File: src/rtl/trpd_pkg.sv
`timescale 1ns / 1ps

package trpd_pkg;

  // Width of the pixel countdown.
  localparam int PIXEL_COUNT_BITS = 30;

  // Configuration register widths.
  localparam int BPP_W   = 3;
  localparam int TOTAL_W = 30;
  localparam int CFG_W   = 30;
  localparam int IDX_W   = 2;

  // Configuration register indexes.
  typedef enum logic [IDX_W-1:0] {
    REG_BYTES_PER_PIXEL = 2'd0,
    REG_RLE_MODE        = 2'd1,
    REG_PIXEL_TOTAL     = 2'd2
  } cfg_reg_t;

  // Packet byte layout.
  localparam logic [7:0] PKT_RUN_FLAG  = 8'h80;
  localparam logic [6:0] PKT_COUNT_MAX = 7'd127;

  // Stream payload widths.
  localparam int OUT_DATA_W = 40;
  localparam int OUT_USER_W = 1;

  // One decoded run descriptor.
  typedef struct packed {
    logic [7:0] red;
    logic [7:0] green;
    logic [7:0] blue;
    logic [7:0] alpha;
    logic [7:0] repeat_count;
    logic       run_clamped;
    logic       image_done;
  } pixel_run_t;

endpackage

File: src/rtl/tga_rle_pixel_decoder_top.sv
`timescale 1ns / 1ps

// Channel   | Signals                         | Contents
// ----------+---------------------------------+-----------------------------------------
// s_axis    | tvalid, tready, tdata[7:0]      | one byte of TGA pixel data
// m_axis    | tvalid, tready, tdata, tuser,   | tdata: red, green, blue, alpha,
//           | tlast                           | repeat_count; tuser: run_clamped;
//           |                                 | tlast: image_done
// cfg       | cfg_we, cfg_index, cfg_data     | 0 bytes_per_pixel, 1 rle_mode, 2 pixel_total
//
// One byte is taken every cycle while tready is high; a result, if any, is registered
// in the output register, or the skid register while that is held. The rate is set
// by the single decode step between the byte and the result. The two-entry output
// keeps taking bytes while one result waits; tready drops only when both are full.
// Reset is synchronous; a write to register 0, 1 or 2 restarts decoding of the image.

module tga_rle_pixel_decoder_top (
  input  logic                                  clk,
  input  logic                                  rst,
  input  logic                                  s_axis_tvalid,
  output logic                                  s_axis_tready,
  input  logic [7:0]                            s_axis_tdata,  // [7:0] in_byte
  output logic                                  m_axis_tvalid,
  input  logic                                  m_axis_tready,
  // [7:0] red, [15:8] green, [23:16] blue, [31:24] alpha, [39:32] repeat_count
  output logic [trpd_pkg::OUT_DATA_W-1:0]       m_axis_tdata,
  output logic [trpd_pkg::OUT_USER_W-1:0]       m_axis_tuser,  // [0] run_clamped
  output logic                                  m_axis_tlast,
  input  logic                                  cfg_we,
  input  logic [trpd_pkg::IDX_W-1:0]            cfg_index,
  input  logic [trpd_pkg::CFG_W-1:0]            cfg_data
);

  localparam int PIX_W = trpd_pkg::PIXEL_COUNT_BITS;

  // Configuration registers.
  logic [trpd_pkg::BPP_W-1:0]   bytes_per_pixel;
  logic                         rle_mode;
  logic [trpd_pkg::TOTAL_W-1:0] pixel_total;

  // Decoder state.
  logic             expect_packet_byte, expect_packet_byte_next;
  logic             run_packet, run_packet_next;
  logic [7:0]       packet_pixels_left, packet_pixels_left_next;
  logic [1:0]       byte_in_pixel, byte_in_pixel_next;
  logic [23:0]      pixel_bytes, pixel_bytes_next;
  logic [PIX_W-1:0] pixels_left, pixels_left_next;

  // Output register and skid register.
  trpd_pkg::pixel_run_t out_reg, skid_reg, res;
  logic                 out_valid, skid_valid, res_valid;

  logic             accept;
  logic             bpp4;
  logic [1:0]       bip_inc;
  logic             pixel_done;
  logic [23:0]      pb_merged;
  logic [7:0]       repeat_cnt;
  logic             clamped;
  logic [PIX_W-1:0] restart_count;
  logic             cfg_hit;
  logic             out_free;

  assign s_axis_tready = !skid_valid;
  assign accept        = s_axis_tvalid && s_axis_tready;
  assign bpp4          = bytes_per_pixel[2];

  // Decode one byte against the current packet and pixel state.
  always_comb begin
    expect_packet_byte_next = expect_packet_byte;
    run_packet_next         = run_packet;
    packet_pixels_left_next = packet_pixels_left;
    byte_in_pixel_next      = byte_in_pixel;
    pixel_bytes_next        = pixel_bytes;
    pixels_left_next        = pixels_left;
    res_valid               = 1'b0;
    repeat_cnt              = 8'd1;
    clamped                 = 1'b0;
    bip_inc                 = byte_in_pixel + 2'd1;
    pixel_done              = bpp4 ? (bip_inc == 2'd0) : (bip_inc == 2'd3);

    // Merge the byte into the BGR word; a fourth byte is alpha only.
    pb_merged = pixel_bytes;
    case (byte_in_pixel)
      2'd0:    pb_merged[7:0]   = s_axis_tdata;
      2'd1:    pb_merged[15:8]  = s_axis_tdata;
      2'd2:    pb_merged[23:16] = s_axis_tdata;
      default: pb_merged = pixel_bytes;
    endcase

    if (accept && (pixels_left != '0)) begin
      if (rle_mode && expect_packet_byte) begin
        // Packet header byte.
        run_packet_next         = (s_axis_tdata & trpd_pkg::PKT_RUN_FLAG) != 8'd0;
        packet_pixels_left_next = {1'b0, s_axis_tdata[6:0] & trpd_pkg::PKT_COUNT_MAX} + 8'd1;
        expect_packet_byte_next = 1'b0;
        byte_in_pixel_next      = 2'd0;
        pixel_bytes_next        = 24'd0;
      end else if (!pixel_done) begin
        byte_in_pixel_next = bip_inc;
        pixel_bytes_next   = pb_merged;
      end else begin
        // Pixel complete: work out its repeat count.
        if (rle_mode) begin
          if (run_packet) begin
            if (PIX_W'(packet_pixels_left) > pixels_left) begin
              repeat_cnt = pixels_left[7:0];
              clamped    = 1'b1;
            end else begin
              repeat_cnt = packet_pixels_left;
            end
            packet_pixels_left_next = 8'd0;
            expect_packet_byte_next = 1'b1;
          end else begin
            clamped = (pixels_left == PIX_W'(1)) && (packet_pixels_left > 8'd1);
            packet_pixels_left_next = packet_pixels_left - 8'd1;
            if (packet_pixels_left == 8'd1) begin
              expect_packet_byte_next = 1'b1;
            end
          end
        end
        pixels_left_next   = pixels_left - PIX_W'(repeat_cnt);
        byte_in_pixel_next = 2'd0;
        pixel_bytes_next   = 24'd0;
        res_valid          = 1'b1;
      end
    end

    res.red          = pb_merged[23:16];
    res.green        = pb_merged[15:8];
    res.blue         = pb_merged[7:0];
    res.alpha        = bpp4 ? s_axis_tdata : 8'd0;
    res.repeat_count = repeat_cnt;
    res.run_clamped  = clamped;
    res.image_done   = (pixels_left_next == '0);
  end

  // Configuration decode; the countdown reloads from the newest total.
  always_comb begin
    cfg_hit       = 1'b0;
    restart_count = PIX_W'(pixel_total);
    if (cfg_we) begin
      unique case (cfg_index)
        trpd_pkg::REG_BYTES_PER_PIXEL: cfg_hit = 1'b1;
        trpd_pkg::REG_RLE_MODE:        cfg_hit = 1'b1;
        trpd_pkg::REG_PIXEL_TOTAL: begin
          cfg_hit       = 1'b1;
          restart_count = PIX_W'(cfg_data);
        end
        default: cfg_hit = 1'b0;
      endcase
    end
  end

  // Configuration registers and decoder state.
  always_ff @(posedge clk) begin
    if (rst) begin
      bytes_per_pixel    <= 3'd4;
      rle_mode           <= 1'b1;
      pixel_total        <= '0;
      expect_packet_byte <= 1'b1;
      run_packet         <= 1'b0;
      packet_pixels_left <= 8'd0;
      byte_in_pixel      <= 2'd0;
      pixel_bytes        <= 24'd0;
      pixels_left        <= '0;
    end else if (cfg_hit) begin
      if (cfg_index == trpd_pkg::REG_BYTES_PER_PIXEL) begin
        bytes_per_pixel <= cfg_data[trpd_pkg::BPP_W-1:0];
      end
      if (cfg_index == trpd_pkg::REG_RLE_MODE) begin
        rle_mode <= cfg_data[0];
      end
      if (cfg_index == trpd_pkg::REG_PIXEL_TOTAL) begin
        pixel_total <= cfg_data[trpd_pkg::TOTAL_W-1:0];
      end
      expect_packet_byte <= 1'b1;
      run_packet         <= 1'b0;
      packet_pixels_left <= 8'd0;
      byte_in_pixel      <= 2'd0;
      pixel_bytes        <= 24'd0;
      pixels_left        <= restart_count;
    end else begin
      expect_packet_byte <= expect_packet_byte_next;
      run_packet         <= run_packet_next;
      packet_pixels_left <= packet_pixels_left_next;
      byte_in_pixel      <= byte_in_pixel_next;
      pixel_bytes        <= pixel_bytes_next;
      pixels_left        <= pixels_left_next;
    end
  end

  // Output register with a skid entry behind it.
  assign out_free = !out_valid || m_axis_tready;

  always_ff @(posedge clk) begin
    if (rst) begin
      out_valid  <= 1'b0;
      skid_valid <= 1'b0;
    end else if (out_free) begin
      if (skid_valid) begin
        out_valid  <= 1'b1;
        skid_valid <= 1'b0;
      end else begin
        out_valid <= res_valid;
      end
    end else if (res_valid) begin
      skid_valid <= 1'b1;
    end
  end

  always_ff @(posedge clk) begin
    if (out_free) begin
      out_reg <= skid_valid ? skid_reg : res;
    end else if (res_valid) begin
      skid_reg <= res;
    end
  end

  // Result transfer fields.
  assign m_axis_tvalid = out_valid;
  assign m_axis_tdata  = {out_reg.repeat_count, out_reg.alpha, out_reg.blue,
                          out_reg.green, out_reg.red};
  assign m_axis_tuser  = out_reg.run_clamped;
  assign m_axis_tlast  = out_reg.image_done;

endmodule

File: config.mk
export PLATFORM = sky130hd
export DESIGN_NAME = tga_rle_pixel_decoder_top
export DESIGN_NICKNAME = d
export VERILOG_FILES = /design/src/rtl/trpd_pkg.sv /design/src/rtl/tga_rle_pixel_decoder_top.sv
export SDC_FILE = /design/constraint.sdc
export NUM_CORES = 1
export LEC_CHECK = 0
export BUFFER_PORTS_ARGS = -buffer_cell sky130_fd_sc_hd__buf_2
export CAP_MARGIN = 30
export CORE_UTILIZATION = 40
export CTS_CLUSTER_SIZE = 8
export DETAILED_ROUTE_END_ITERATION = 10
export HOLD_SLACK_MARGIN = 0.1
export PLACE_DENSITY = 0.57
export SLEW_MARGIN = 10
export SYNTH_ARGS = -nofsm -noshare
export SYNTH_HDL_FRONTEND = slang
export SYNTH_SLANG_ARGS = --single-unit
File: constraint.sdc
create_clock -name clk -period 5.25 [get_ports clk]
set_input_delay 0.7875 -clock clk [delete_from_list [all_inputs] [get_ports clk]]
set_output_delay 0.7875 -clock clk [all_outputs]
set_load 0.01 [all_outputs]
== Yosys cells after proc, flatten, opt, wreduce, memory -nomap -nowiden ==
Cells that the tools add are included.

* Flip-flop bits (word level): 186
* Output and inout port bits: 44

* Add/sub/neg operators: 4
* Equal/unequal tests: 7
* Magnitude comparators: 2
* Mux-type cells: 46
* Bitwise operators: 1
* Reduce and logical (&&, ||, !) cells: 24

{| class="wikitable"
|+ Operators with widths
! cell !! number
|-
| $mux 30 || 6
|-
| $mux 8 || 17
|-
| $mux 24 || 2
|-
| $mux 42 || 1
|-
| $eq 30x1->1 const B || 1
|-
| $gt 8x30->1 || 1
|-
| $logic_not 30->1 || 1
|-
| $reduce_bool 30->1 || 1
|-
| $sub 30x8->30 || 1
|-
| $mux 1 || 18
|-
| $add 7x1->8 const B || 1
|-
| $eq 8x1->1 const B || 1
|-
| $gt 8x1->1 const B || 1
|-
| $reduce_and 2->1 || 4
|-
| $sub 8x1->8 const B || 1
|-
| $eq 2x2->1 const B || 3
|-
| $logic_not 2->1 || 3
|-
| $eq 2x1->1 const B || 2
|-
| $logic_and 1x1->1 || 4
|-
| $mux 2 || 2
|-
| $reduce_and 4->1 || 1
|-
| $reduce_bool 2->1 || 2
|-
| $reduce_or 2->1 || 2
|-
| $reduce_and 3->1 || 1
|-
| other kinds (6) || 7
|}

== Depth between registers and ports, before layout ==
Gate-level depths: netlist (run 1).

* Depth in word-level cells: 13
* Mapped depth: 19
* Mapped depth without buffers: 19

== Worst setup path before layout (run 1) ==
No wires, ideal clock.

* Path kind: register to register
* Start: register pixels_left[12]
* End: register out_reg, in the netlist m_axis_tlast (data pin)
* Path buffers: 1
* Path slack: 0.210 ns
* Stages on the path, launching flop included: 19
* Arrival time: 4.870 ns
* Data required time: 5.081 ns
* Cell sequence: dfxtp_1 -> or4_1 -> buf_2 -> nor3_4 -> nand2_2 -> nand4b_4 -> a2111oi_4 -> mux2i_1 -> nand3_1 -> ha_1 -> fa_1 -> nor2b_1 -> nand3_1 -> o32ai_1 -> or4b_2 -> a31o_2 -> a2111oi_2 -> nand4_1 -> o31ai_1

* Longest elaborated chain between the ends: 13

{| class="wikitable"
|+ Ends and longest elaborated chain
! item !! RTL line !! RTL
|-
| start, declared || tga_rle_pixel_decoder_top.sv:47 || <nowiki>logic [PIX_W-1:0] pixels_left, pixels_left_next;</nowiki>
|-
| start signal, assigned || tga_rle_pixel_decoder_top.sv:182 || <nowiki>pixels_left <= restart_count;</nowiki>
|-
| start signal, assigned || tga_rle_pixel_decoder_top.sv:189 || <nowiki>pixels_left <= pixels_left_next;</nowiki>
|-
| $gt 8x30->1 || tga_rle_pixel_decoder_top.sv:106 || <nowiki>if (PIX_W'(packet_pixels_left) > pixels_left) begin</nowiki>
|-
| $mux 8 || tga_rle_pixel_decoder_top.sv:106 ||
|-
| $mux 8 || tga_rle_pixel_decoder_top.sv:105 || <nowiki>if (run_packet) begin</nowiki>
|-
| $mux 8 || tga_rle_pixel_decoder_top.sv:104 || <nowiki>if (rle_mode) begin</nowiki>
|-
| $mux 8 || tga_rle_pixel_decoder_top.sv:99 || <nowiki>end else if (!pixel_done) begin</nowiki>
|-
| $mux 8 || tga_rle_pixel_decoder_top.sv:92 || <nowiki>if (rle_mode && expect_packet_byte) begin</nowiki>
|-
| $mux 8 || tga_rle_pixel_decoder_top.sv:91 || <nowiki>if (accept && (pixels_left != '0)) begin</nowiki>
|-
| $sub 30x8->30 || tga_rle_pixel_decoder_top.sv:122 || <nowiki>pixels_left_next = pixels_left - PIX_W'(repeat_cnt);</nowiki>
|-
| $mux 30 || tga_rle_pixel_decoder_top.sv:99 ||
|-
| $mux 30 || tga_rle_pixel_decoder_top.sv:92 ||
|-
| $mux 30 (*) || tga_rle_pixel_decoder_top.sv:91 ||
|-
| $logic_not 30->1 (*) || tga_rle_pixel_decoder_top.sv:135 || <nowiki>res.image_done = (pixels_left_next == '0);</nowiki>
|-
| $mux 42 (*) || tga_rle_pixel_decoder_top.sv:214 || <nowiki>out_reg <= skid_valid ? skid_reg : res;</nowiki>
|-
| end signal, assigned || tga_rle_pixel_decoder_top.sv:214 ||
|-
| end, declared || tga_rle_pixel_decoder_top.sv:50 || <nowiki>trpd_pkg::pixel_run_t out_reg, skid_reg, res;</nowiki>
|}

Every way passes the cells marked *; elsewhere a longest branch is shown, timed or not. The select of a mux whose other input is x is not followed.
A chain may end at the register's enable or synchronous reset.

== Worst setup path after layout (run 1) ==
* Start: register pixels_left[16]
* End: register out_reg, in the netlist m_axis_tlast (data pin)

Same word-level chain as after synthesis.

==> metrics.md, run 1 <==
| Metric | Value |
|---|---|
| Relative slew margins | `42.6%` |
| Syn Inst Count | `871` |
| Port Buf Inserts | `88` |
| Final Hold Viols | `0` |
| Main combinational cell family by area after synthesis | `simple AND/OR/NAND/NOR gates` |
| Clk_lat worst skew | `0.44 ns` |
| Setup total negative slack | `0 ns` |
| # clock sinks | `184` |
| Cells after DPL | `1214` |
| Synthesized Nets | `940` |
| Int Power | `2.42 mW` |
| Hold Path Class | `reg2reg` |
| WL final | `23200 µm` |
| Vias in the first global route | `6569` |
| Worst Max-Slew Pin Slew | `0.860 ns` |
| Logic gate share of total power | `15.1%` |
| Sw frac | `28.5%` |
| Adder-cell area share of the yosys netlist | `3.44%` |
| EDFF count, synth | `84` |
| Area growth from synthesis to layout | `16.6%` |
| Max-Cap Viols | `0` |
| Placed cell areas | `9740 µm²` |
| Final WS setup | `0.241 ns` |
| First-pass GRT wire length | `36200 µm` |
| Top Ports | `89` |
| Fillers | `2075` |
| CTS max path bufs | `2` |
| Area of the core | `21900 µm²` |
| CP bufs+invs | `3` |
| Hpwl dp | `15900 µm` |
| Crit Path Category | `reg2reg` |
| Final nets | `1025` |
| Simple-Gate Fraction of Synth Area | `16.2%` |
| Leakage | `4.04 nW` |
| Total power | `3.39 mW` |
| Register area share after synthesis | `50.6%` |
| Avg Cell Area, Syn | `10.3 µm²` |
| Yosys cell types | `65` |
| Sequential share of power | `46.5%` |
| Detailed-route DRC error count | `0` |
| Drt wl/cell | `18.6 µm` |
| Main flop type after synthesis | `dfxtp_1` |
| Die Span X | `152 µm` |
| Endpoints failing setup | `0` |
| Starting DRC count in detailed routing | `519` |
| Routed vias/inst | `5.60` |
| Minimum clock period | `5.01 ns` |
| Clk pin slew, worst setup/hold paths | `0.08 ns` |
| Share of the cycle needed by the critical path after routing | `95.4%` |
| Synth Area in Compound Gates | `13.9%` |
| Layout cells sized above 1 | `24.5%` |
| Via count | `6995` |
| CTS Buf Count | `17` |
| Data required, critical path | `5.51 ns` |
| Highest Clock Rate | `200 MHz` |
| Reported net switching power | `0.966 mW` |
| Async set or reset register ratio after synthesis | `0%` |
| Setup Skew | `0.00912 ns` |
| H-tree Lvls | `4` |
| CP max FO | `7` |
| Syn Std Cell Area | `8940 µm²` |
| Final slew viol count | `0` |
| Initial Utilization | `40.8%` |
| Yosys warning total | `0` |
| CTS Root Cell | `clkbuf_16` |
| Synth Area in XOR/XNOR | `3.23%` |
| Clock network fraction of design power | `38.4%` |
| Max FFs per register | `42` |
| Startpoint Class | `register` |
| Initial antenna violation count | `0` |
| Max VDD drop | `0.211 mV` |
| Largest net degree at the start of global routing | `60` |
| 1st-pass router iterations | `5` |
| Post-route cell area | `10400 µm²` |
| Site row count | `54` |
| Die Ht | `152 µm` |
| Remaining antenna violation count | `0` |
| Status | `finished, final reports clean` |
| Critical path's slowest cell | `or4b_2` |
| Slowest stage delay, CP | `0.61 ns` |
| GRT Overall Usage | `20.7%` |
| Post-Layout Cell Count | `1249` |
| Overflow after GRT | `0` |
| Crit-path cells | `or4_4 -> nor3_4 -> nand2_2 -> nand4b_4 -> a2111oi_4 -> buf_6 -> buf_12 -> mux2i_1 -> or2_1 -> ha_1 -> buf_4 -> nand3_1 -> o32ai_2 -> or4b_2 -> a31o_2 -> a2111oi_2 -> nand4_1 -> o31ai_1` |
| # diodes | `0` |
| Arr. time, crit path | `5.27 ns` |
| Mux cell area share after synthesis | `9.40%` |
| Top delay family on crit path | `simple AND/OR/NAND/NOR gates` |
| Post-place setup slack | `0.200 ns` |
| CTS tree | `built` |
| Worst setup EP type | `register` |
| Flops & latches, synth | `184` |
| GPL Wtd Cong | `0.896` |
| Die area | `23000 µm²` |
| Pwr per Cell Area | `325 nW/µm²` |
[metrics by stage]
step	hold slack [ns]	utilization, %
6_report	0.448	47.6
3_5_place_dp	0.441	44.5
4_1_cts	0.451	47.2
3_3_place_gp	0.432	44.4
2_1_floorplan	0.420	-
5_1_grt	0.464	47.6
[layout make-up]
| cell class | count | area (µm²) | area share, % |
|---|---|---|---|
| clock inverter | 14 | 160 | 1.54 |
| clock buffer | 18 | 429 | 4.12 |
| timing repair buffer | 117 | 698 | 6.70 |
| multi-input combinational | 618 | 4190 | 40.2 |
| sequential | 184 | 4520 | 43.4 |
| inverter | 18 | 67.6 | 0.648 |
| tap | 280 | 350 | 3.36 |
[worst min-delay path, cell delays in order (launching register included)]
cell     delay (ns)
dfxtp_1        0.31
nand2_1        0.05
a21oi_1        0.05
[cells by family (layout without fill, tap and decap cells)]
family / after synthesis / in the layout
AO/OA/AOI/OAI: 196 / 196
multiplexers: 77 / 77
adder cells (fa/ha/maj): 24 / 24
AND/OR/NAND/NOR: 288 / 288
XOR/XNOR: 33 / 33
flip-flops: 184 / 184
buffers and inverters: 69 / 167
[routing by layer]
layer  vias up  global-route usage, %  share of wire, %  wire (µm)
met5         -                      0                 0          0
met4         0                   6.68               1.2        271
met3        20                   3.26               4.4       1020
met2       214                   30.7                44      10300
met1      3376                   30.6                50      11700
li1       3385                      -                 -          -
[placed cells by master, fill, tap and decap left out, types with 10 or more instances in the layout]
cell,Yosys,final
buf_2,3,88
nor4_1,11,10
xnor2_1,18,18
a21oi_1,43,42
nand2_1,75,75
clkbuf_16,0,17
buf_4,0,25
nor3_1,19,19
mux2i_1,21,20
xor2_1,15,15
ha_1,23,23
inv_1,17,17
edfxtp_1,84,84
and2_1,11,11
nand4_1,11,11
nand3_1,39,39
dfxtp_1,100,100
nand2b_1,11,10
o22ai_1,57,57
mux2_2,56,56
o21ai_0,44,43
nor2_1,64,63
[power groups by stage]
| stage | Sequential [mW] | Combinational (mW) | Clock [mW] |
|---|---|---|---|
| global route | 1.58 | 0.561 | 1.37 |
| CTS | 1.57 | 0.491 | 1.32 |
| detailed placement | 1.61 | 0.488 | 0 |
| floorplan | 1.60 | 0.328 | 0 |
| global placement | 1.61 | 0.489 | 0 |
| finish | 1.58 | 0.512 | 1.30 |
[repair_timing]
item / 4_1_cts / 5_1_grt
endpoints found under the setup margin: 0 / 2
buffers inserted: 0 / 2
resized for setup: 0 / 13
hold buffers: 0 / 0
[final timing paths]
kind	from	to	slack (ns)	depth (start not counted)
setup / recovery	pixels_left[16]	m_axis_tlast	0.24	18
hold / removal	pixel_bytes[17]	pixel_bytes[17]	0.45	2
setup reg to reg	pixels_left[16]	m_axis_tlast	0.24	18
hold reg to reg	pixel_bytes[17]	pixel_bytes[17]	0.45	2
[synth_stat cells, types with 15 or more instances]
| master | instances | area (µm²) |
|---|---|---|
| dfxtp_1 | 100 | 2000 |
| edfxtp_1 | 84 | 2520 |
| nand2_1 | 75 | 282 |
| nor2_1 | 64 | 240 |
| o22ai_1 | 57 | 357 |
| mux2_2 | 56 | 631 |
| o21ai_0 | 44 | 220 |
| a21oi_1 | 43 | 215 |
| clkbuf_1 | 40 | 150 |
| nand3_1 | 39 | 195 |
| ha_1 | 23 | 288 |
| mux2i_1 | 21 | 210 |
| nor3_1 | 19 | 95.1 |
| xnor2_1 | 18 | 158 |
| inv_1 | 17 | 63.8 |
| xor2_1 | 15 | 131 |
Power figures use the tool's default switching activity.
==> inputs of run 2 (changes only) <==
--- a/config.mk
+++ b/config.mk
@@ -11,7 +11,8 @@
 export CTS_CLUSTER_SIZE = 8
 export DETAILED_ROUTE_END_ITERATION = 10
 export HOLD_SLACK_MARGIN = 0.1
-export PLACE_DENSITY = 0.57
+export PLACE_DENSITY_LB_ADDON = 0.08
+export SKIP_CTS_REPAIR_TIMING = 1
 export SLEW_MARGIN = 10
 export SYNTH_ARGS = -nofsm -noshare
 export SYNTH_HDL_FRONTEND = slang
==> run 2 against run 1 <==
Effect of this change: non-clock buffer count did not move; flip-flop and latch count did not move; global-route usage rose by 0.30 points; clock-buffer cell count did not move; cell count did not move; combinational power fell by 2%.
==> metrics.md, run 2 (synthesis gave the netlist of run 1 again) <==
| Metric | Value |
|---|---|
| Status | `finished, final reports clean (unchanged)` |
| Worst R2R End | `m_axis_tlast (unchanged)` |
| Vias in the first global route | `6464 (was 6569)` |
| Final WS setup | `0.274 ns (was 0.241 ns)` |
| WL final | `23200 µm (about the same)` |
| Drt wl/cell | `18.6 µm (about the same)` |
| Via count | `6876 (was 6995)` |
| Hpwl dp | `15900 µm (about the same)` |
| Most frequent cells in the layout | `dfxtp_1, buf_2, edfxtp_1 (unchanged)` |
| Max FFs per register | `42 (unchanged)` |
| Placed cell areas | `9730 µm² (was 9740 µm²)` |
| Pwr per Cell Area | `321 nW/µm² (was 325 nW/µm²)` |
| Highest Clock Rate | `201 MHz (was 200 MHz)` |
| CTS Buf Count | `17 (unchanged)` |
| 1st-pass router iterations | `5 (unchanged)` |
| Final slew viol count | `0 (unchanged)` |
| Area growth from synthesis to layout | `16.2% (was 16.6%)` |
| R2r setup slk | `0.27 ns (was 0.24 ns)` |
| Setup Skew | `0.0146 ns (was 0.00912 ns)` |
| Die Ht | `152 µm (unchanged)` |
| Top delay family on crit path | `simple AND/OR/NAND/NOR gates (unchanged)` |
| Largest net degree at the start of global routing | `49 (was 60)` |
| Initial Utilization | `40.8% (unchanged)` |
| Critical path's slowest cell | `or4b_2 (unchanged)` |
| Worst reg-to-reg path cell count | `18 (unchanged)` |
| CTS Root Cell | `clkbuf_16 (unchanged)` |
| Relative slew margins | `45.4% (was 42.6%)` |
| Clk pin slew, worst setup/hold paths | `0.08 ns (about the same)` |
| Detailed-route DRC error count | `0 (unchanged)` |
| Data required, critical path | `5.51 ns (about the same)` |
| Initial antenna violation count | `0 (unchanged)` |
| # clock sinks | `184 (unchanged)` |
| Area of the core | `21900 µm² (unchanged)` |
| Startpoint Class | `register (unchanged)` |
| Minimum clock period | `4.98 ns (was 5.01 ns)` |
| Worst path depth | `18 (unchanged)` |
| Die Span X | `152 µm (unchanged)` |
| Final nets | `1025 (unchanged)` |
| Layout cells sized above 1 | `24.4% (was 24.5%)` |
| CTS max path bufs | `2 (unchanged)` |
| Reg-to-Reg Start | `pixels_left[12] (was pixels_left[16])` |
| End of the critical path | `m_axis_tlast (unchanged)` |
| Site row count | `54 (unchanged)` |
| Post-route cell area | `10400 µm² (about the same)` |
| Routed vias/inst | `5.51 (was 5.60)` |
| Total power | `3.34 mW (was 3.39 mW)` |
| Max VDD drop | `0.223 mV (was 0.211 mV)` |
| Max-Cap Viols | `0 (unchanged)` |
| GRT Overall Usage | `21.0% (was 20.7%)` |
| H-tree Lvls | `4 (unchanged)` |
| Crit-path cells | `or4_4 -> nor3_4 -> nand2_2 -> nand4b_4 -> a2111oi_4 -> buf_6 -> buf_12 -> mux2i_1 -> or2_2 -> ha_1 -> nor2b_4 -> nand3_1 -> o32ai_2 -> or4b_2 -> a31o_2 -> a2111oi_2 -> nand4_1 -> o31ai_1 (was or4_4 -> nor3_4 -> nand2_2 -> nand4b_4 -> a2111oi_4 -> buf_6 -> buf_12 -> mux2i_1 -> or2_1 -> ha_1 -> buf_4 -> nand3_1 -> o32ai_2 -> or4b_2 -> a31o_2 -> a2111oi_2 -> nand4_1 -> o31ai_1)` |
| GPL Wtd Cong | `0.924 (was 0.896)` |
| Most common cell after layout, fill and taps aside | `dfxtp_1 (unchanged)` |
| Die area | `23000 µm² (unchanged)` |
| Overflow after GRT | `0 (unchanged)` |
| Worst Max-Slew Pin Slew | `0.820 ns (was 0.860 ns)` |
| Top Ports | `89 (unchanged)` |
| # diodes | `0 (unchanged)` |
| Starting DRC count in detailed routing | `448 (was 519)` |
| Post-place setup slack | `0.195 ns (was 0.200 ns)` |
| Leakage | `4.03 nW (was 4.04 nW)` |
| Port Buf Inserts | `88 (unchanged)` |
| CP Launch Point | `pixels_left[12] (was pixels_left[16])` |
| CP bufs+invs | `2 (was 3)` |
| Arr. time, crit path | `5.24 ns (was 5.27 ns)` |
| Remaining antenna violation count | `0 (unchanged)` |
| Hold Path Class | `reg2reg (unchanged)` |
| Share of the cycle needed by the critical path after routing | `94.8% (was 95.4%)` |
| CTS tree | `built (unchanged)` |
| Crit Path Category | `reg2reg (unchanged)` |
| First-pass GRT wire length | `36500 µm (was 36200 µm)` |
| Worst setup EP type | `register (unchanged)` |
| Worst hold path startpoint | `pixel_bytes[7] (was pixel_bytes[17])` |
| Final Hold Viols | `0 (unchanged)` |
| Endpoints failing setup | `0 (unchanged)` |
| Slowest stage delay, CP | `0.60 ns (was 0.61 ns)` |
| CP max FO | `6 (was 7)` |
| Clk_lat worst skew | `0.44 ns (about the same)` |
## run 2: area by class of cell
cell class,count,area [µm²]
well taps,280,350
flip-flops and latches,184,4520
inverters,18,67.6
fillers,2104,11500
clock buffers,18,429
repair buffers,117,689
multi-input cells,618,4180
clock inverters,14,149
## run 2: worst min-delay path by stage
stage	endpoint	slack, ns	depth (start not counted)
2_1_floorplan	pixel_total[0]	0.42	2
3_3_place_gp	pixel_total[0]	0.43	2
3_5_place_dp	pixel_total[2]	0.44	2
4_1_cts	pixel_bytes[18]	0.45	2
5_1_grt	pixel_bytes[7]	0.47	2
6_report	pixel_bytes[7]	0.45	2
## run 2: per-layer routing
metal / track usage [%] / up-vias / share of wire, %
met5: 0 / - / 0
met4: 6.63 / 0 / 1.9
met3: 3.32 / 36 / 3.4
met2: 30.2 / 155 / 44
met1: 31.9 / 3297 / 51
li1: - / 3388 / -
## run 2: power by group
group	switching [mW]	internal, mW	leakage (nW)
clock	0.626	0.638	0.281
sequential	0.0388	1.54	1.68
combinational	0.293	0.207	2.08
total	0.958	2.38	4.03
## run 2: worst reg2reg max path: stages (launching register included)
cell       delay (ns)
dfxtp_1          0.35
or4_4            0.56
nor3_4           0.20
nand2_2          0.07
nand4b_4         0.22
a2111oi_4        0.38
buf_6            0.17
buf_12           0.11
mux2i_1          0.09
or2_2            0.30
ha_1             0.34
nor2b_4          0.17
nand3_1          0.10
o32ai_2          0.21
or4b_2           0.60
a31o_2           0.27
a2111oi_2        0.28
nand4_1          0.18
o31ai_1          0.21
## run 2: per-stage QoR
step	utilization [%]	instances	setup TNS, ns	hold slack (ns)
floorplan	-	871	0	0.420
global placement	44.4	1213	0	0.432
detailed placement	44.5	1214	0	0.440
CTS	47.1	1246	0	0.452
global route	47.5	1249	-0.0157	0.471
finish	47.5	1249	0	0.450
==> inputs of run 3 (changes only) <==
--- a/config.mk
+++ b/config.mk
@@ -7,6 +7,7 @@
 export LEC_CHECK = 0
 export BUFFER_PORTS_ARGS = -buffer_cell sky130_fd_sc_hd__buf_2
 export CAP_MARGIN = 30
+export CORE_ASPECT_RATIO = 1.4
 export CORE_UTILIZATION = 40
 export CTS_CLUSTER_SIZE = 8
 export DETAILED_ROUTE_END_ITERATION = 10
==> run 3 against run 2 <==
Effect of this change: fmax is 1.7% lower; cell count increased by 2.2%; total power grew 1.0%; hold slack worse by 0.00088 ns; non-clock buffer count increased by 11; clock power hardly changed; utilization grew 0.78 points; global-route usage rose by 1.1 points; flip-flop and latch count stayed put; final area increased by 1.5%; clock skew decreased by 0.0053 ns; largest power group unchanged.
==> metrics.md, run 3 (synthesis gave the netlist of run 1 again) <==
| Metric | Value |
|---|---|
| Clk_lat worst skew | `0.43 ns (was 0.44 ns)` |
| Vias in the first global route | `6828 (was 6464)` |
| Area growth from synthesis to layout | `18.0% (was 16.2%)` |
| Data required, critical path | `5.54 ns (was 5.51 ns)` |
| CTS max path bufs | `2 (unchanged)` |
| Routed vias/inst | `5.47 (was 5.51)` |
| Max FFs per register | `42 (unchanged)` |
| Die Span X | `128 µm (was 152 µm)` |
| Minimum clock period | `5.06 ns (was 4.98 ns)` |
| Hpwl dp | `17500 µm (was 15900 µm)` |
| Clk pin slew, worst setup/hold paths | `0.07 ns (was 0.08 ns)` |
| GPL Wtd Cong | `0.913 (was 0.924)` |
| Endpoints failing setup | `0 (unchanged)` |
| Overflow after GRT | `0 (unchanged)` |
| Post-route cell area | `10600 µm² (was 10400 µm²)` |
| CTS Buf Count | `17 (unchanged)` |
| Final slew viol count | `0 (unchanged)` |
| # clock sinks | `184 (unchanged)` |
| Share of the cycle needed by the critical path after routing | `96.4% (was 94.8%)` |
| Relative slew margins | `46.9% (was 45.4%)` |
| Pwr per Cell Area | `320 nW/µm² (was 321 nW/µm²)` |
| Remaining antenna violation count | `0 (unchanged)` |
| 1st-pass router iterations | `4 (was 5)` |
| Highest Clock Rate | `198 MHz (was 201 MHz)` |
| Port Buf Inserts | `88 (unchanged)` |
| CP max FO | `4 (was 6)` |
| Initial antenna violation count | `0 (unchanged)` |
| Hold Path Class | `reg2reg (unchanged)` |
| Most common cell after layout, fill and taps aside | `dfxtp_1 (unchanged)` |
| First-pass GRT wire length | `38000 µm (was 36500 µm)` |
| Drt wl/cell | `19.0 µm (was 18.6 µm)` |
| Total power | `3.37 mW (was 3.34 mW)` |
| Final nets | `1036 (was 1025)` |
| Worst hold slack | `0.449 ns (was 0.450 ns)` |
| Starting DRC count in detailed routing | `484 (was 448)` |
| Layout cells sized above 1 | `25.8% (was 24.4%)` |
| Final Hold Viols | `0 (unchanged)` |
| Largest net degree at the start of global routing | `45 (was 49)` |
| Max-Cap Viols | `0 (unchanged)` |
| WL final | `24300 µm (was 23200 µm)` |
| Setup Skew | `0.00934 ns (was 0.0146 ns)` |
| Leakage | `4.12 nW (was 4.03 nW)` |
| CP Launch Point | `pixels_left[16] (was pixels_left[12])` |
| Startpoint Class | `register (unchanged)` |
| Worst Max-Slew Pin Slew | `0.795 ns (was 0.820 ns)` |
| Initial Utilization | `40.9% (was 40.8%)` |
| GRT Overall Usage | `22.2% (was 21.0%)` |
| Die area | `23000 µm² (about the same)` |
| Reg-to-Reg Start | `pixels_left[16] (was pixels_left[12])` |
| # diodes | `0 (unchanged)` |
| Worst hold path startpoint | `pixel_bytes[14] (was pixel_bytes[7])` |
| Area of the core | `21900 µm² (about the same)` |
| Most frequent cells in the layout | `dfxtp_1, buf_2, edfxtp_1 (unchanged)` |
| Die Ht | `179 µm (was 152 µm)` |
| H-tree Lvls | `4 (unchanged)` |
| CTS Root Cell | `clkbuf_16 (unchanged)` |
| Via count | `6979 (was 6876)` |
| Status | `finished, final reports clean (unchanged)` |
| Site row count | `64 (was 54)` |
| Max VDD drop | `0.232 mV (was 0.223 mV)` |
| Placed cell areas | `9840 µm² (was 9730 µm²)` |
| CTS tree | `built (unchanged)` |
| Worst setup EP type | `register (unchanged)` |
| Crit Path Category | `reg2reg (unchanged)` |
| Arr. time, crit path | `5.35 ns (was 5.24 ns)` |
| Top Ports | `89 (unchanged)` |
| Detailed-route DRC error count | `0 (unchanged)` |
==> run 3: cell count changes in the layout (fill, tap and decap cells not counted), moves of 2 or more <==
cell,delta
clkinv_2,+4
inv_8,-4
clkbuf_2,+2
nor4_1,-2
buf_4,+12
nor4_2,+2
clkinv_4,-3
clkbuf_16,+2
clkinv_8,-2
==> run 3: worst paths after layout <==
path	endpoint	slack, ns	depth (start not counted)
setup / recovery	skid_reg[0]	0.19	18
hold reg to reg	pixel_bytes[14]	0.45	2
hold / removal	pixel_bytes[14]	0.45	2
setup reg to reg	skid_reg[0]	0.19	18
==> run 3: layout make-up <==
cell class / instances / area (µm²)
fillers: 2105 / 11300
flip-flops and latches: 184 / 4520
multi-input cells: 618 / 4230
repair buffers: 128 / 776
clock buffers: 23 / 493
well taps: 297 / 372
clock inverters: 9 / 87.6
inverters: 18 / 67.6
==> run 3: stage by stage <==
step | worst slack (ns) | util [%] | setup TNS, ns | instances
after global placement | 0.254 | 44.7 | 0 | 1236
after global routing | -0.0409 | 48.3 | -0.0663 | 1277
after detailed placement | 0.114 | 45.0 | 0 | 1239
after CTS | 0.0375 | 47.7 | 0 | 1271
final | 0.188 | 48.3 | 0 | 1277
after floorplan | 0.210 | - | 0 | 871
==> run 3: critical path, stage by stage (launching register included) <==
cell       delay [ns]
dfxtp_1          0.34
or4_4            0.57
nor3_4           0.22
nand2_2          0.07
nand4b_4         0.23
a2111oi_4        0.46
mux2i_1          0.28
nand3_1          0.10
ha_1             0.21
fa_2             0.38
nor2b_4          0.14
nand3_1          0.09
o32ai_1          0.21
or4b_2           0.60
a31o_2           0.28
a2111oi_4        0.27
nand4_1          0.20
buf_4            0.19
nor2_1           0.07
==> run 3: power breakdown <==
group          leakage [nW]  internal, mW  total, mW  switching (mW)
sequential             1.68          1.54       1.57          0.0369
clock                 0.294         0.720       1.27           0.555
combinational          2.15         0.215      0.525           0.311
total                  4.12          2.47       3.37           0.902
==> run 3: metal layers <==
metal  global-route usage, %  wire [µm]  up-vias
li1                        -          -     3413
met1                    24.3       9670     3383
met2                    41.4      13300      138
met3                    3.13        581       45
met4                    10.6        788        0
met5                       0          0        -
